--- src/rtl/psfp_pkg.sv ---
package psfp_pkg;

    localparam int BYTE_W = 8;
    localparam int WORD_W = 16;
    localparam int CNT_W  = 8;
    localparam int LEN_W  = WORD_W + 1;

    localparam logic [BYTE_W-1:0] HDR_FIRST  = 8'h42;
    localparam logic [BYTE_W-1:0] HDR_SECOND = 8'h4D;

    localparam logic [BYTE_W-1:0] MAX_FRAME_RESET = 8'd80;

    // Byte positions inside a frame, counted from 1.
    localparam logic [CNT_W-1:0] POS_LEN_END  = 8'd4;
    localparam logic [CNT_W-1:0] POS_PM1_STD  = 8'd6;
    localparam logic [CNT_W-1:0] POS_PM25_STD = 8'd8;
    localparam logic [CNT_W-1:0] POS_PM10_STD = 8'd10;
    localparam logic [CNT_W-1:0] POS_PM1_AMB  = 8'd12;
    localparam logic [CNT_W-1:0] POS_PM25_AMB = 8'd14;
    localparam logic [CNT_W-1:0] POS_PM10_AMB = 8'd16;
    localparam logic [CNT_W-1:0] POS_TEMP     = 8'd26;
    localparam logic [CNT_W-1:0] POS_HUMID    = 8'd28;
    localparam logic [CNT_W-1:0] POS_VERSION  = 8'd29;
    localparam logic [CNT_W-1:0] POS_ERROR    = 8'd30;
    localparam logic [CNT_W-1:0] POS_SUM_LAST = 8'd30;
    localparam logic [CNT_W-1:0] POS_CHECKSUM = 8'd32;

    localparam logic [LEN_W-1:0] LEN_OVERHEAD = 17'd4;

    localparam int NUM_WORDS = 8;

    typedef struct packed {
        logic [WORD_W-1:0] pm1_standard;
        logic [WORD_W-1:0] pm25_standard;
        logic [WORD_W-1:0] pm10_standard;
        logic [WORD_W-1:0] pm1_ambient;
        logic [WORD_W-1:0] pm25_ambient;
        logic [WORD_W-1:0] pm10_ambient;
        logic [WORD_W-1:0] temperature_raw;
        logic [WORD_W-1:0] humidity_raw;
        logic [BYTE_W-1:0] version_byte;
        logic [BYTE_W-1:0] error_byte;
        logic              checksum_ok;
    } t_result;

endpackage

--- src/rtl/psfp_in_if.sv ---
interface psfp_in_if;
    import psfp_pkg::*;

    logic              valid;
    logic              ready;
    logic [BYTE_W-1:0] rx_byte;

    modport source (output valid, output rx_byte, input ready);
    modport sink   (input valid, input rx_byte, output ready);
endinterface

--- src/rtl/psfp_out_if.sv ---
interface psfp_out_if;
    import psfp_pkg::*;

    logic              valid;
    logic              ready;
    logic [WORD_W-1:0] pm1_standard;
    logic [WORD_W-1:0] pm25_standard;
    logic [WORD_W-1:0] pm10_standard;
    logic [WORD_W-1:0] pm1_ambient;
    logic [WORD_W-1:0] pm25_ambient;
    logic [WORD_W-1:0] pm10_ambient;
    logic [WORD_W-1:0] temperature_raw;
    logic [WORD_W-1:0] humidity_raw;
    logic [BYTE_W-1:0] version_byte;
    logic [BYTE_W-1:0] error_byte;
    logic              checksum_ok;

    modport source (
        output valid, output pm1_standard, output pm25_standard, output pm10_standard,
        output pm1_ambient, output pm25_ambient, output pm10_ambient,
        output temperature_raw, output humidity_raw, output version_byte,
        output error_byte, output checksum_ok, input ready
    );
    modport sink (
        input valid, input pm1_standard, input pm25_standard, input pm10_standard,
        input pm1_ambient, input pm25_ambient, input pm10_ambient,
        input temperature_raw, input humidity_raw, input version_byte,
        input error_byte, input checksum_ok, output ready
    );
endinterface

--- src/rtl/particle_sensor_frame_parser_top.sv ---
// Channel   Direction  Handshake         Word carried
// i_rx      in         valid / ready     rx_byte, one received serial byte
// o_res     out        valid / ready     one parsed frame record per frame
// i_cfg_*   in         write enable      max_frame_bytes, no read-back
//
// One word is accepted per cycle while i_rx.ready is high. Its whole effect on
// the parser state is computed in the cycle it is accepted, and a finished frame
// record is registered into the output register; while that one is held, the
// record parks in a skid register, so i_rx.ready drops only while both are full.
// Reset is synchronous and active low; it restores hunting and the 80-byte cap.
module particle_sensor_frame_parser_top (
    input  logic                   i_clk,
    input  logic                   i_rst_n,
    input  logic                   i_cfg_we,
    input  logic [psfp_pkg::BYTE_W-1:0] i_cfg_wdata,
    psfp_in_if.sink                i_rx,
    psfp_out_if.source             o_res
);
    import psfp_pkg::*;

    // Configuration register: the frame length cap.
    logic [BYTE_W-1:0] r_max_frame;

    // Parser state.
    logic              r_in_frame,  n_in_frame;
    logic [CNT_W-1:0]  r_byte_count, n_byte_count;
    logic [CNT_W-1:0]  r_frame_end, n_frame_end;
    logic [BYTE_W-1:0] r_prev_byte, n_prev_byte;
    logic [WORD_W-1:0] r_running_sum, n_running_sum;
    logic [WORD_W-1:0] r_words [NUM_WORDS];
    logic [WORD_W-1:0] n_words [NUM_WORDS];
    logic [BYTE_W-1:0] r_version, n_version;
    logic [BYTE_W-1:0] r_error, n_error;
    logic              r_cks_match, n_cks_match;

    // Output register and the skid register behind it.
    t_result r_out, r_skid;
    logic    r_out_valid, r_skid_valid;

    logic              accept;
    logic              frame_done;
    logic              pop;
    logic [BYTE_W-1:0] rx_b;
    logic [WORD_W-1:0] word;
    logic [CNT_W-1:0]  cnt_inc;
    logic [LEN_W-1:0]  frame_len;
    t_result           new_result;

    // Ready depends only on the skid register, never on the incoming byte.
    assign i_rx.ready = !r_skid_valid;
    assign accept     = i_rx.valid && i_rx.ready;
    assign pop        = r_out_valid && o_res.ready;
    assign rx_b       = i_rx.rx_byte;
    assign word       = {r_prev_byte, rx_b};
    assign cnt_inc    = r_byte_count + 8'd1;
    assign frame_len  = {1'b0, word} + LEN_OVERHEAD;

    always_comb begin
        n_in_frame    = r_in_frame;
        n_byte_count  = r_byte_count;
        n_frame_end   = r_frame_end;
        n_prev_byte   = r_prev_byte;
        n_running_sum = r_running_sum;
        n_words       = r_words;
        n_version     = r_version;
        n_error       = r_error;
        n_cks_match   = r_cks_match;
        frame_done    = 1'b0;

        if (accept) begin
            n_prev_byte = rx_b;
            if (!r_in_frame) begin
                // Hunting for the header. A wrong second byte restarts the hunt,
                // and a repeated first header byte is taken as a fresh start.
                if (r_byte_count == 8'd1 && rx_b == HDR_SECOND) begin
                    n_running_sum = r_running_sum + {8'd0, rx_b};
                    n_byte_count  = 8'd2;
                    n_in_frame    = 1'b1;
                end else if (rx_b == HDR_FIRST) begin
                    n_byte_count  = 8'd1;
                    n_running_sum = {8'd0, rx_b};
                    n_cks_match   = 1'b0;
                end else begin
                    n_byte_count = 8'd0;
                end
            end else begin
                n_byte_count = cnt_inc;
                if (cnt_inc <= POS_SUM_LAST) begin
                    n_running_sum = r_running_sum + {8'd0, rx_b};
                end
                unique case (cnt_inc)
                    POS_LEN_END: begin
                        // The declared length excludes the header and itself.
                        if (frame_len > {9'd0, r_max_frame}) begin
                            n_frame_end = r_max_frame;
                        end else begin
                            n_frame_end = frame_len[CNT_W-1:0];
                        end
                    end
                    POS_PM1_STD:  n_words[0] = word;
                    POS_PM25_STD: n_words[1] = word;
                    POS_PM10_STD: n_words[2] = word;
                    POS_PM1_AMB:  n_words[3] = word;
                    POS_PM25_AMB: n_words[4] = word;
                    POS_PM10_AMB: n_words[5] = word;
                    POS_TEMP:     n_words[6] = word;
                    POS_HUMID:    n_words[7] = word;
                    POS_VERSION:  n_version  = rx_b;
                    POS_ERROR:    n_error    = rx_b;
                    POS_CHECKSUM: n_cks_match = (r_running_sum == word);
                    default: begin
                    end
                endcase
                // The end test uses the frame end just computed, so a frame can
                // close on the byte that carries its length.
                if (cnt_inc >= n_frame_end) begin
                    frame_done   = 1'b1;
                    n_byte_count = 8'd0;
                    n_in_frame   = 1'b0;
                end
            end
        end
    end

    always_comb begin
        new_result.pm1_standard    = n_words[0];
        new_result.pm25_standard   = n_words[1];
        new_result.pm10_standard   = n_words[2];
        new_result.pm1_ambient     = n_words[3];
        new_result.pm25_ambient    = n_words[4];
        new_result.pm10_ambient    = n_words[5];
        new_result.temperature_raw = n_words[6];
        new_result.humidity_raw    = n_words[7];
        new_result.version_byte    = n_version;
        new_result.error_byte      = n_error;
        new_result.checksum_ok     = n_cks_match;
    end

    always_ff @(posedge i_clk) begin
        if (!i_rst_n) begin
            r_max_frame   <= MAX_FRAME_RESET;
            r_in_frame    <= 1'b0;
            r_byte_count  <= '0;
            r_frame_end   <= MAX_FRAME_RESET;
            r_prev_byte   <= '0;
            r_running_sum <= '0;
            for (int k = 0; k < NUM_WORDS; k++) begin
                r_words[k] <= '0;
            end
            r_version     <= '0;
            r_error       <= '0;
            r_cks_match   <= 1'b0;
        end else begin
            if (i_cfg_we) begin
                r_max_frame <= i_cfg_wdata;
            end
            r_in_frame    <= n_in_frame;
            r_byte_count  <= n_byte_count;
            r_frame_end   <= n_frame_end;
            r_prev_byte   <= n_prev_byte;
            r_running_sum <= n_running_sum;
            r_words       <= n_words;
            r_version     <= n_version;
            r_error       <= n_error;
            r_cks_match   <= n_cks_match;
        end
    end

    // The skid register fills only when the output register is held, and it
    // drains into the output register before any new record can be accepted.
    always_ff @(posedge i_clk) begin
        if (!i_rst_n) begin
            r_out_valid  <= 1'b0;
            r_skid_valid <= 1'b0;
        end else begin
            if (!r_out_valid || pop) begin
                if (r_skid_valid) begin
                    r_out_valid  <= 1'b1;
                    r_skid_valid <= 1'b0;
                end else begin
                    r_out_valid <= frame_done;
                end
            end else if (frame_done) begin
                r_skid_valid <= 1'b1;
            end
        end
    end

    always_ff @(posedge i_clk) begin
        if (!r_out_valid || pop) begin
            r_out <= r_skid_valid ? r_skid : new_result;
        end else if (frame_done) begin
            r_skid <= new_result;
        end
    end

    assign o_res.valid           = r_out_valid;
    assign o_res.pm1_standard    = r_out.pm1_standard;
    assign o_res.pm25_standard   = r_out.pm25_standard;
    assign o_res.pm10_standard   = r_out.pm10_standard;
    assign o_res.pm1_ambient     = r_out.pm1_ambient;
    assign o_res.pm25_ambient    = r_out.pm25_ambient;
    assign o_res.pm10_ambient    = r_out.pm10_ambient;
    assign o_res.temperature_raw = r_out.temperature_raw;
    assign o_res.humidity_raw    = r_out.humidity_raw;
    assign o_res.version_byte    = r_out.version_byte;
    assign o_res.error_byte      = r_out.error_byte;
    assign o_res.checksum_ok     = r_out.checksum_ok;

    // A parked record always sits behind a record in the output register.
    a_skid_behind_out: assert property (@(posedge i_clk) disable iff (!i_rst_n)
        r_skid_valid |-> r_out_valid)
        else $error("skid register holds a record while the output register is empty");

    // Inside a frame both header bytes have been counted.
    a_frame_count: assert property (@(posedge i_clk) disable iff (!i_rst_n)
        r_in_frame |-> (r_byte_count >= 8'd2))
        else $error("byte count below two inside a frame");

    // While hunting, at most the first header byte has been seen.
    a_hunt_count: assert property (@(posedge i_clk) disable iff (!i_rst_n)
        !r_in_frame |-> (r_byte_count <= 8'd1))
        else $error("byte count above one while hunting");

    // A record is only produced by a byte that arrives inside a frame.
    a_done_in_frame: assert property (@(posedge i_clk) disable iff (!i_rst_n)
        frame_done |-> (accept && r_in_frame))
        else $error("frame end raised outside a frame");

endmodule
--- src/flat_wrapper.sv ---
// flat-port wrapper written by rule: the top's interface ports become plain ports
module particle_sensor_frame_parser_top_flat import psfp_pkg::*;
  (i_clk, i_rst_n, i_cfg_we, i_cfg_wdata, i_rx_valid, i_rx_rx_byte, i_rx_ready, o_res_valid, o_res_pm1_standard, o_res_pm25_standard, o_res_pm10_standard, o_res_pm1_ambient, o_res_pm25_ambient, o_res_pm10_ambient, o_res_temperature_raw, o_res_humidity_raw, o_res_version_byte, o_res_error_byte, o_res_checksum_ok, o_res_ready);
  psfp_in_if i_rx_i ();
  psfp_out_if o_res_i ();
  input  logic i_clk;
  input  logic i_rst_n;
  input  logic i_cfg_we;
  input  logic [psfp_pkg::BYTE_W-1:0] i_cfg_wdata;
  input wire logic [$bits(i_rx_i.valid)-1:0] i_rx_valid;
  input wire logic [$bits(i_rx_i.rx_byte)-1:0] i_rx_rx_byte;
  output wire logic [$bits(i_rx_i.ready)-1:0] i_rx_ready;
  output wire logic [$bits(o_res_i.valid)-1:0] o_res_valid;
  output wire logic [$bits(o_res_i.pm1_standard)-1:0] o_res_pm1_standard;
  output wire logic [$bits(o_res_i.pm25_standard)-1:0] o_res_pm25_standard;
  output wire logic [$bits(o_res_i.pm10_standard)-1:0] o_res_pm10_standard;
  output wire logic [$bits(o_res_i.pm1_ambient)-1:0] o_res_pm1_ambient;
  output wire logic [$bits(o_res_i.pm25_ambient)-1:0] o_res_pm25_ambient;
  output wire logic [$bits(o_res_i.pm10_ambient)-1:0] o_res_pm10_ambient;
  output wire logic [$bits(o_res_i.temperature_raw)-1:0] o_res_temperature_raw;
  output wire logic [$bits(o_res_i.humidity_raw)-1:0] o_res_humidity_raw;
  output wire logic [$bits(o_res_i.version_byte)-1:0] o_res_version_byte;
  output wire logic [$bits(o_res_i.error_byte)-1:0] o_res_error_byte;
  output wire logic [$bits(o_res_i.checksum_ok)-1:0] o_res_checksum_ok;
  input wire logic [$bits(o_res_i.ready)-1:0] o_res_ready;
  assign i_rx_i.valid = i_rx_valid;
  assign i_rx_i.rx_byte = i_rx_rx_byte;
  assign i_rx_ready = i_rx_i.ready;
  assign o_res_valid = o_res_i.valid;
  assign o_res_pm1_standard = o_res_i.pm1_standard;
  assign o_res_pm25_standard = o_res_i.pm25_standard;
  assign o_res_pm10_standard = o_res_i.pm10_standard;
  assign o_res_pm1_ambient = o_res_i.pm1_ambient;
  assign o_res_pm25_ambient = o_res_i.pm25_ambient;
  assign o_res_pm10_ambient = o_res_i.pm10_ambient;
  assign o_res_temperature_raw = o_res_i.temperature_raw;
  assign o_res_humidity_raw = o_res_i.humidity_raw;
  assign o_res_version_byte = o_res_i.version_byte;
  assign o_res_error_byte = o_res_i.error_byte;
  assign o_res_checksum_ok = o_res_i.checksum_ok;
  assign o_res_i.ready = o_res_ready;
  particle_sensor_frame_parser_top u_core (.i_clk(i_clk), .i_rst_n(i_rst_n), .i_cfg_we(i_cfg_we), .i_cfg_wdata(i_cfg_wdata), .i_rx(i_rx_i), .o_res(o_res_i));
endmodule
--- config.mk ---
export PLATFORM = sky130hd
export DESIGN_NAME = particle_sensor_frame_parser_top_flat
export DESIGN_NICKNAME = d
export VERILOG_FILES = /design/src/rtl/psfp_pkg.sv /design/src/rtl/psfp_in_if.sv /design/src/rtl/psfp_out_if.sv /design/src/rtl/particle_sensor_frame_parser_top.sv /design/src/flat_wrapper.sv
export SDC_FILE = /design/constraint.sdc
export NUM_CORES = 1
export LEC_CHECK = 0
export BUFFER_PORTS_ARGS = -buffer_cell sky130_fd_sc_hd__clkbuf_2
export CAP_MARGIN = 0
export CORE_MARGIN = 4
export CORE_UTILIZATION = 30
export CTS_BUF_LIST = sky130_fd_sc_hd__clkbuf_8
export CTS_CLUSTER_SIZE = 10
export DETAILED_ROUTE_END_ITERATION = 12
export PLACE_DENSITY = 0.42
export SETUP_SLACK_MARGIN = 0.3
export SYNTH_ARGS = -nofsm -noshare
export SYNTH_HDL_FRONTEND = slang
export SYNTH_SLANG_ARGS = --single-unit
--- constraint.sdc ---
create_clock -name i_clk -period 30.3 [get_ports i_clk]
set_input_delay 1.515 -clock i_clk [delete_from_list [all_inputs] [get_ports i_clk]]
set_output_delay 1.515 -clock i_clk [all_outputs]
set_load 0.03 [all_outputs]
==> results.toml, run 1 <==
[hold_path]
hold_depth = 2
hold_start = "u_core.r_running_sum[1]$_SDFFE_PN0P_"
holdPathEnd = "u_core.r_running_sum[1]$_SDFFE_PN0P_"
hold_path.class = "flop to flop"

[timing]
slew_headroom_pct = 24.3
slew_viol_final = 0
max_freq_mhz = 146
timing.final.crit_share_pct = 22.6
finalHoldViolCount = 0
setup_ws_ns = 23.46
period_minus_slack_ns = 6.84
fin_skew_ns = 0.0286
rsz0062_at_grt = "false"
setup_violations = 0
setup_tns_ns = 0
worst_slew_pin_slew_ns = 1.14

[placement]
placed_area_um2 = 21500
gp_congestion = 0.795
place_ws_ns = 22.70
dp.final_hpwl_mm = 31.9
numPortBuffers = 167

[cts]
cts_sinks = 486
root_buffer = "clkbuf_8"
cts_resized = 0
cts.clk_slew.worst_paths_ns = 0.06
cts_buffers = 87
post-cts-setup-buffers = 0
hold_buffers = 0
cts_tree = "done"
h-tree-depth = 3
clock_path_buffers = 3
clk_latency_ns = 0.66

[setup_path]
crit_type = "input pin to flop"
r2r_start = "u_core.r_byte_count[0]$_SDFFE_PN0P_"
cp-start-kind = "input pin"
crit_start = "i_rx_rx_byte[3]"
rr_worst_depth = 16
r2r_setup_slack_ns = 24.91
cp_max_fo = 78
endpoint_kind = "flop"
cp.arrival_ns = 7.10
cp.required_ns = 30.56
r2r_end = "u_core.r_skid[51]$_DFFE_PP_"

[power_and_ir_drop]
total_power_mw = 1.33
sw_frac_of_total_pct = 22.6
cellPowerDensity_nw_per_um2 = 57.3
p_switching_mw = 0.300
pwr-share-clk_pct = 45.4
pwr-share-seq_pct = 52.4
p_comb_share_pct = 2.2
p_int_mw = 1.03
ir_drop_v = 0.0000258
p_leak_nw = 9.81

[yosys]
synthCells = 1440
yosys.area_share.xor_xnor_pct = 1.41
synthSimpleGateAreaFrac_pct = 9.80
synthFlopType = "edfxtp_1"
synthesis.area_um2 = 19800
synthDominantCellAreaShare_pct = 44.1
synth_warnings = 0
synthesis.nets = 1493
ys_ff_latch = 486
synth_common_cells = "290 x edfxtp_1, 249 x mux2_2, 196 x dfxtp_1, 133 x and2_1, 69 x nor2_1"
ys_types = 63
synth_edf_count = 290
synth_area_leaders = "edfxtp_1 44%, dfxtp_1 20%, mux2_2 14%"
yosys.area.top_type = "edfxtp_1"
synthAdderAreaFrac_pct = 2.06
synth.most_common_cell = "edfxtp_1"
synth_top_family_by_area = "multiplexers"
async_reset_ff_share_pct = 0
seq_area_frac_synth_pct = 63.9
synth.avg_cell_area_um2 = 13.7
synthMuxAreaShare_pct = 15.8
synth_compound_area_share_pct = 4.37

[die]
ios = 168
die_area_um2 = 70000
fp.dieW_um = 265
initial_utilization_pct = 30.5
fp.dieH_um = 265
coreArea_um2 = 64800
rows = 93

[grt]
grt_max_degree = 81
track_usage_pct = 14.6
antenna_found_initial = 7
overflow = 0
grt_pass1_vias = 12000
grt_pass1_wl_mm = 78.0

[cells_and_area]
final_util_pct = 35.8
area.sequential_um2 = 12600
fin_nets = 1685
drive_gt1_share_pct = 33.5
syn2layout_area_growth_pct = 17.4
multiInputGateArea_um2 = 6610
fillers = 6331
design_area_um2 = 23200

[drt]
wl_met1_mm = 24.2
dr.pass1.iters = 5
wl_mm = 52.1
routed_via_density = 4.54
drc_errors = 0
wl_met3_mm = 2.34
drt_iter0_markers = 562
wl_per_cell_um = 20.3
met2_length_mm = 24.4
vias = 11600
ant_nets = 0
top_layer_used = "met5"

[run_status]
outcome = "completed"

[flow_run]
max_cap_viol_count = 0
## per-layer routing
metal,track usage (%),vias up
li1,-,5565
met1,19.4,5729
met2,23.8,234
met3,3.35,86
met4,4.87,4
met5,0,-
## how the worst max path moves through the flow
stage	end	slack, ns	cells past startpoint
after global routing	u_core.r_skid[63]$_DFFE_PP_	22.97	20
after detailed placement	u_core.r_skid[108]$_DFFE_PP_	22.70	20
after global placement	u_core.r_skid[108]$_DFFE_PP_	22.87	20
final	u_core.r_skid[51]$_DFFE_PP_	23.46	20
after floorplan	u_core.r_skid[0]$_DFFE_PP_	15.24	17
after CTS	u_core.r_skid[63]$_DFFE_PP_	23.42	20
## worst max-delay path: stages
cell and delay [ns]:
clkbuf_2 0.43, ha_1 0.32, nand3_1 0.11, xnor2_1 0.24, ha_1 0.28, a21o_1 0.16
a21oi_1 0.21, nand2b_1 0.10, a311oi_2 0.80, mux2i_1 0.34, nor2_1 0.07, a21oi_1 0.15
ha_1 0.20, o21a_1 0.11, o21ai_0 0.09, o21ai_0 0.23, a21oi_1 0.16, nor3_2 0.18
buf_4 0.37, buf_4 0.85
## final cells by class
| class | count | area share (%) |
|---|---|---|
| Multi-Input combinational cell | 829 | 28.5 |
| Clock buffer | 103 | 6.11 |
| Tap cell | 855 | 4.61 |
| Clock inverter | 59 | 1.36 |
| Sequential cell | 486 | 54.5 |
| Inverter | 41 | 0.707 |
| Antenna cell | 1 | 0.0108 |
| Timing Repair Buffer | 187 | 4.26 |
## through the flow
step                std cells  hold WS [ns]
floorplan                1440         0.447
global placement         2398         0.467
detailed placement       2398         0.474
CTS                      2560         0.482
global route             2561         0.504
finish                   2561         0.479
## placed cells by master, fill, tap and decap left out, drive strengths merged, types with 4 or more instances in the layout
cell type  count
a21boi        13
inv           80
a311oi         6
nor3          11
mux2i         31
and3           5
nand4          7
a22oi          5
or2            4
ha            31
xor2          17
a21o           8
xnor2         14
nand2b         7
clkbuf       269
buf           21
nor4b          4
a21oi         41
nor2          70
nor4           7
nor2b         17
a31oi          5
nand2         61
dfxtp        196
and2         133
clkinv        18
mux2         249
edfxtp       290
nand3         14
o211ai         5
o21ai         31
## sequential cells by signal, summed over array words and instances (netlist names), 8 cells and up
| signal | flops |
|---|---|
| u_core.r_running_sum | 16 |
| u_core.r_byte_count | 8 |
| u_core.r_words | 128 |
| u_core.r_max_frame | 8 |
| u_core.r_prev_byte | 8 |
| u_core.o_res.error_byte | 8 |
| u_core.o_res.pm25_ambient | 16 |
| u_core.o_res.pm10_standard | 16 |
| u_core.o_res.pm1_ambient | 16 |
| u_core.o_res.humidity_raw | 16 |
| u_core.o_res.pm10_ambient | 16 |
| u_core.o_res.pm1_standard | 16 |
| u_core.o_res.temperature_raw | 16 |
| u_core.o_res.pm25_standard | 16 |
| u_core.r_version | 8 |
| u_core.r_error | 8 |
| u_core.r_frame_end | 8 |
| u_core.r_skid | 145 |
| u_core.o_res.version_byte | 8 |
## power groups by stage
stage | logic, mW | registers, mW | clock network (mW)
2_1_floorplan | 0.0175 | 0.708 | 0
3_3_place_gp | 0.0294 | 0.710 | 0
3_5_place_dp | 0.0299 | 0.710 | 0
4_1_cts | 0.0302 | 0.696 | 0.630
5_1_grt | 0.0323 | 0.696 | 0.662
6_report | 0.0292 | 0.696 | 0.604
## kinds of logic (layout without fill, tap and decap cells)
group,Yosys count,count (layout)
muxes,280,280
DFF,486,486
buffers and inverters,125,390
AOI/OAI and AO/OA,133,133
and+or+nand+nor,353,353
xor gates and xnor gates,31,31
other,0,1
adders and majority gates,32,32
Power figures use the tool's default switching activity.
==> inputs of run 2 (changes only) <==
--- a/config.mk
+++ b/config.mk
@@ -12,7 +12,7 @@
 export CTS_BUF_LIST = sky130_fd_sc_hd__clkbuf_8
 export CTS_CLUSTER_SIZE = 10
 export DETAILED_ROUTE_END_ITERATION = 12
-export PLACE_DENSITY = 0.42
+export PLACE_DENSITY = 0.43
 export SETUP_SLACK_MARGIN = 0.3
 export SYNTH_ARGS = -nofsm -noshare
 export SYNTH_HDL_FRONTEND = slang
==> constraint.sdc (replaced) <==
create_clock -name i_clk -period 5.9 [get_ports i_clk]
set_input_delay 0.295 -clock i_clk [delete_from_list [all_inputs] [get_ports i_clk]]
set_output_delay 0.295 -clock i_clk [all_outputs]
set_load 0.03 [all_outputs]
==> run 2 against run 1 <==
Compared with the run above: via count is 1.1% higher; register-to-register slack worse by 23 ns; sequential power grew to 5.1 times the previous value; non-clock buffer count is 15 higher; sequential share of layout area is 0.19 points lower; cell count is 0.39% higher; critical path depth is 2 lower; first-iteration DRC count is 1.8% lower; global-route usage is 0.26 points higher; clock-buffer cell count is 11 lower; power grew to 5.0 times the previous value; critical path type unchanged; largest cell class unchanged.
==> results.toml, run 2 (synthesized netlist as in run 1, its figures left out) <==
[timing]
worst_slew_pin_slew_ns = 1.09
max_freq_mhz = 225
slew_headroom_pct = 27.5
setup_tns_ns = 0
finalHoldViolCount = 0
rsz0062_at_grt = "false"
slew_viol_final = 0
timing.final.crit_share_pct = 75.2
fin_skew_ns = 0.0419
period_minus_slack_ns = 4.44
setup_violations = 0

[cts]
clk_latency_ns = 0.67
root_buffer = "clkbuf_8"
cts_buffers = 85
post-cts-setup-buffers = 0
cts.clk_slew.worst_paths_ns = 0.05
cts_tree = "done"
cts_sinks = 486
clock_path_buffers = 3
cts_resized = 0
h-tree-depth = 3

[cells_and_area]
reg_top3 = "u_core.r_skid: 145 flops, u_core.r_words: 128 flops"
regMostFlops = "u_core.r_skid"
largest_reg_flops = 145
final_util_pct = 35.9
fillers = 6336
layout_common_cells = "290 x edfxtp_1, 249 x mux2_2, 195 x dfxtp_1"
mostFrequentLayoutCell = "edfxtp_1"
multiInputGateArea_um2 = 6650
drive_gt1_share_pct = 33.6
syn2layout_area_growth_pct = 17.9
area.sequential_um2 = 12600
fin_nets = 1698

[run_status]
outcome = "completed"

[setup_path]
crit_start = "i_rx_rx_byte[2]"
crit_type = "input pin to flop"
cp.required_ns = 6.19
cp-start-kind = "input pin"
path_cells = "clkbuf_2, inv_1, ha_1, ha_1, and4_1, a21oi_1, o211ai_1, a311oi_4, mux2i_1, nor2_1, a21oi_1, ha_1, o21a_1, o21ai_0, o21ai_1, a21oi_2, nor3_2, buf_12"
cp_max_fo = 79
r2r_start = "u_core.r_byte_count[0]$_SDFFE_PN0P_"
cp_num_buf_inv = 3
crit_slowest_cell = "a311oi_4"
slowest_delay_ns = 0.57
crit_path_frequent_cell = "ha_1"
cp.arrival_ns = 4.73
endpoint_kind = "flop"
crit_family = "compound AO/OA/AOI/OAI gates"

[power_and_ir_drop]
p_leak_nw = 9.79
pwr-share-seq_pct = 53.6
cellPowerDensity_nw_per_um2 = 286
sw_frac_of_total_pct = 22.8
pwr-share-clk_pct = 43.9
p_int_mw = 5.15
total_power_mw = 6.67
ir_drop_v = 0.000132
p_switching_mw = 1.52
p_comb_share_pct = 2.4

[die]
fp.dieH_um = 265
initial_utilization_pct = 30.5
fp.dieW_um = 265
die_area_um2 = 70000
coreArea_um2 = 64800
ios = 168
rows = 93

[drt]
drt_iter0_markers = 552
wl_per_cell_um = 20.3
wl_mm = 52.2
vias = 11700
drc_errors = 0
routed_via_density = 4.57
ant_nets = 0
dr.pass1.iters = 4

[grt]
overflow = 0
track_usage_pct = 14.9
grt_pass1_wl_mm = 79.5
grt_max_degree = 93
antenna_found_initial = 3
grt_pass1_vias = 12100

[hold_path]
hold_start = "i_cfg_we"
hold_path.class = "input pin to flop"

[placement]
gp_congestion = 0.786
dp.final_hpwl_mm = 31.9
numPortBuffers = 167

[flow_run]
max_cap_viol_count = 0
[run 2: changes by cell type in the layout (fill, tap and decap cells not counted), sizes merged]
cell / previous run / this run
dlygate4sd3: 0 / 9
clkinvlp: 0 / 4
clkbuf: 269 / 258
buf: 21 / 27
clkinv: 18 / 19
inv: 80 / 81
[run 2: layout make-up]
class                           count  area share (%)
Tap cell                          855            4.59
Sequential cell                   486            54.3
Timing Repair Buffer              202            4.93
Multi-Input combinational cell    829            28.6
Inverter                           41           0.699
Clock inverter                     65            1.49
Clock buffer                       92            5.44
Antenna cell                        1          0.0107
[run 2: path summary, 6_finish.rpt]
path                                         to  slack [ns]  cells past startpoint
max reg2reg         u_core.r_skid[70]$_DFFE_PP_        1.50                     14
min reg2reg  u_core.r_frame_end[2]$_SDFFE_PN0P_        0.48                      2
max                 u_core.r_skid[70]$_DFFE_PP_        1.46                     18
min          u_core.r_max_frame[4]$_SDFFE_PN1P_        0.11                      2
[run 2: worst register-to-register path, stage by stage (launching register included)]
cell	delay, ns
dfxtp_1	0.51
ha_1	0.29
and3_1	0.29
nor3_1	0.06
a31oi_1	0.50
nor3_1	0.13
nand2_1	0.40
a21oi_1	0.17
ha_1	0.32
o21a_1	0.11
o21ai_0	0.09
o21ai_1	0.21
a21oi_2	0.10
nor3_2	0.35
buf_12	0.43
[run 2: power groups by stage]
stage / combinational [mW] / sequential [mW] / clock, mW
2_1_floorplan: 0.0949 / 3.64 / 0
3_3_place_gp: 0.161 / 3.65 / 0
3_5_place_dp: 0.163 / 3.65 / 0
4_1_cts: 0.168 / 3.58 / 3.07
5_1_grt: 0.180 / 3.57 / 3.25
6_report: 0.163 / 3.58 / 2.93
[run 2: layer usage]
metal  routed length (um)  share of wire [%]  GRT usage, %
met1                24700                 47          20.3
met3                 2030                3.9          2.97
met5                    0                  0             0
met4                 1200                2.3          4.91
met2                24300                 47          23.9
[run 2: stage by stage]
step	cell area, um^2	setup slack [ns]	instances	hold slack, ns
2_1_floorplan	19800	-7.84	1440	0.425
3_3_place_gp	21600	0.822	2404	0.469
3_5_place_dp	21600	0.740	2404	0.467
4_1_cts	23300	1.44	2570	0.0355
5_1_grt	23300	1.05	2571	0.0786
6_report	23300	1.46	2571	0.108
[run 2: what timing repair did]
item	4_1_cts	5_1_grt
endpoints found under the hold margin	9	0
setup endpoints to repair	0	0
hold buffers	9	0
==> inputs of run 3 (changes only) <==
--- a/config.mk
+++ b/config.mk
@@ -5,6 +5,7 @@
 export SDC_FILE = /design/constraint.sdc
 export NUM_CORES = 1
 export LEC_CHECK = 0
+export ABC_AREA = 1
 export BUFFER_PORTS_ARGS = -buffer_cell sky130_fd_sc_hd__clkbuf_2
 export CAP_MARGIN = 0
 export CORE_MARGIN = 4
==> constraint.sdc (replaced) <==
create_clock -name i_clk -period 3.8 [get_ports i_clk]
set_input_delay 0.19 -clock i_clk [delete_from_list [all_inputs] [get_ports i_clk]]
set_output_delay 0.19 -clock i_clk [all_outputs]
set_load 0.03 [all_outputs]
==> run 3 against run 2 <==
Compared with the run above: combinational power is 110% higher; clock skew is 0.0063 ns lower; largest cell class unchanged; largest power group unchanged; synthesized cell count is 55% higher; clock-buffer cell count stayed put; clock power is 56% higher; via count is 27% higher; non-clock buffer count is 69 higher; wire length is 8.3% higher; sequential power is 55% higher; synthesized area is 3.6% higher; global-route usage is 0.21 points higher; critical endpoint is now u_core.r_skid[122]$_DFFE_PP_; sequential cell count stayed put.
==> results.toml, run 3 <==
[cells_and_area]
regMostFlops = "u_core.r_skid"
final_util_pct = 37.1
largest_reg_flops = 145
layout_common_cells = "493 x nand2_1, 414 x inv_1, 290 x edfxtp_1"
reg_top3 = "u_core.r_skid: 145 flops, u_core.r_words: 128 flops"
fin_nets = 2531
fillers = 6844
drive_gt1_share_pct = 17.8
mostFrequentLayoutCell = "nand2_1"
syn2layout_area_growth_pct = 22.0

[setup_path]
cp-start-kind = "input pin"
r2r_setup_slack_ns = 0.49
cp.required_ns = 4.16
crit_type = "input pin to flop"
endpoint_kind = "flop"
cp_max_fo = 8
r2r_end = "u_core.r_skid[122]$_DFFE_PP_"
crit_path_frequent_cell = "nand2_4"
crit_slowest_cell = "dlygate4sd3_1"
r2r_start = "u_core.r_max_frame[3]$_SDFFE_PN0P_"
slowest_delay_ns = 0.56
crit_start = "i_rx_rx_byte[6]"
path_cells = "clkbuf_2, dlygate4sd3_1, inv_1, xor2_2, ha_1, a21o_1, a21oi_2, nand2_2, nand2_4, nand2_4, nand2_1, nand3_2, and2_4, ha_4, nand2_2, nor2_4, nand4_1, nand3_2, nand2_4, nor2_4, buf_6, buf_12, clkbuf_16"
endpoint = "u_core.r_skid[122]$_DFFE_PP_"
cp.arrival_ns = 3.70
rr_worst_depth = 23

[cts]
cts_sinks = 486
cts_tree = "done"
cts.clk_slew.worst_paths_ns = 0.06
clock_path_buffers = 3
clk_latency_ns = 0.66
h-tree-depth = 3
root_buffer = "clkbuf_8"
cts_buffers = 87

[run_status]
outcome = "completed"

[yosys]
synth.most_common_cell = "nand2_1"
ys_types = 47
synthesis.area_um2 = 20500
synth_warnings = 0
ys_ff_latch = 486
synth.avg_cell_area_um2 = 9.19
seq_area_frac_synth_pct = 61.7
synth_edf_count = 290
synthesis.nets = 2279
yosys.area.top_type = "edfxtp_1"
synth_common_cells = "501 x nand2_1, 381 x inv_1, 290 x edfxtp_1, 205 x nor2_1, 199 x o21ai_1"
synthFlopType = "edfxtp_1"
synthDominantCellAreaShare_pct = 42.6
async_reset_ff_share_pct = 0
synth_area_leaders = "edfxtp_1 43%, dfxtp_1 19%, nand2_1 9.2%"
synthCells = 2226

[die]
die_area_um2 = 72400
fp.dieW_um = 269
rows = 95
coreArea_um2 = 67400
fp.dieH_um = 269
ios = 168
initial_utilization_pct = 30.4

[drt]
dr.pass1.iters = 5
drt_iter0_markers = 1041
wl_mm = 56.6
vias = 14900
wl_per_cell_um = 16.5
drc_errors = 0
ant_nets = 0
routed_via_density = 4.36

[placement]
gp_congestion = 0.829
dp.final_hpwl_mm = 36.8
numPortBuffers = 167

[power_and_ir_drop]
p_leak_nw = 12.1
ir_drop_v = 0.000244
total_power_mw = 10.5
cellPowerDensity_nw_per_um2 = 419

[flow_run]
max_cap_viol_count = 0

[timing]
fin_skew_ns = 0.0356
period_minus_slack_ns = 3.34
max_freq_mhz = 300
timing.final.crit_share_pct = 87.8
rsz0062_at_grt = "false"
setup_violations = 0
worst_slew_pin_slew_ns = 0.940
slew_viol_final = 0
finalHoldViolCount = 0
slew_headroom_pct = 37.3
whs_ns = 0.0880

[grt]
track_usage_pct = 15.1
grt_pass1_wl_mm = 85.6
grt_max_degree = 218
antenna_found_initial = 1
overflow = 0
grt_pass1_vias = 14400

[hold_path]
hold_start = "i_rst_n"
hold_path.class = "input pin to flop"
==> run 3: cell types whose count changed in the layout (fill, tap and decap cells not counted), moves of 40 or more <==
cell	previous run	this run
nand2_1	61	493
inv_1	79	414
o21ai_0	28	87
mux2_2	249	0
and2_1	133	2
nor2_1	69	199
o21ai_1	2	200
nand3_1	13	53
==> run 3: cell type report <==
type | instances | area [um^2] | share of cell area, %
Tap cell | 873 | 1090 | 4.37
Multi-Input combinational cell | 1243 | 6130 | 24.5
Antenna cell | 2 | 5.00 | 0.0200
Inverter | 389 | 1470 | 5.87
Sequential cell | 486 | 12600 | 50.6
Timing Repair Buffer | 271 | 2010 | 8.05
Clock inverter | 71 | 362 | 1.45
Clock buffer | 92 | 1270 | 5.07
==> run 3: worst max-delay path, delay by kind of cell <==
| kind | cells | cell delay [ns] |
|---|---|---|
| buffers and inverters | 6 | 1.23 |
| AND/OR/NAND/NOR | 12 | 1.18 |
| adder cells (fa/ha/maj) | 2 | 0.58 |
| AO/OA/AOI/OAI | 2 | 0.31 |
| XOR/XNOR | 1 | 0.18 |
==> run 3: logic make-up after synthesis <==
group	Yosys count	share of synthesized area [%]
buf+inv	497	9.47
flops	486	61.7
xor+xnor	9	0.385
compound gates	377	9.88
fa+ha+maj	32	1.99
simple gates	825	16.5
==> run 3: through the flow <==
step	setup WS, ns	instances	TNS [ns]	cell area, um^2
5_1_grt	0.260	3427	0	25000
2_1_floorplan	-1.28	2226	-185.55	20500
3_3_place_gp	-0.00705	3211	-0.156	22500
6_report	0.463	3427	0	25000
4_1_cts	0.302	3401	0	24400
3_5_place_dp	-0.0689	3211	-5.32	22500
==> run 3: repair_timing <==
| item | 4_1_cts | 5_1_grt |
|---|---|---|
| gates resized for setup | 3 | 56 |
| gates cloned | 0 | 13 |
| hold endpoints to repair | 13 | 0 |
| endpoints found under the setup margin | 123 | 151 |
| setup buffers | 4 | 11 |
| pin swaps | 0 | 12 |
| hold buffers | 23 | 0 |
==> run 3: worst min-delay path by stage <==
stage,slack (ns),cells after the start,end
final,0.09,3,u_core.r_words[49]$_SDFF_PN0_
after global routing,0.08,4,u_core.r_running_sum[4]$_SDFFE_PN0P_
after CTS,0.05,4,u_core.r_running_sum[4]$_SDFFE_PN0P_
after detailed placement,0.42,3,u_core.r_max_frame[4]$_SDFFE_PN1P_
after global placement,0.43,3,u_core.r_max_frame[6]$_SDFFE_PN1P_
after floorplan,0.30,1,u_core.r_max_frame[6]$_SDFFE_PN1P_
==> run 3: routing by layer <==
metal	up-vias	GRT usage [%]	wire length [um]
met5	-	0	0
met4	0	4.14	1030
met2	314	24.6	25900
li1	7655	-	-
met1	6880	20.3	26600
met3	76	3.63	2980
==> run 3: power breakdown <==
| part | total, mW | internal, mW | switching (mW) |
|---|---|---|---|
| registers | 5.54 | 5.54 | 0.00726 |
| clock network | 4.58 | 2.39 | 2.19 |
| logic | 0.337 | 0.104 | 0.232 |
| total | 10.5 | 8.03 | 2.43 |
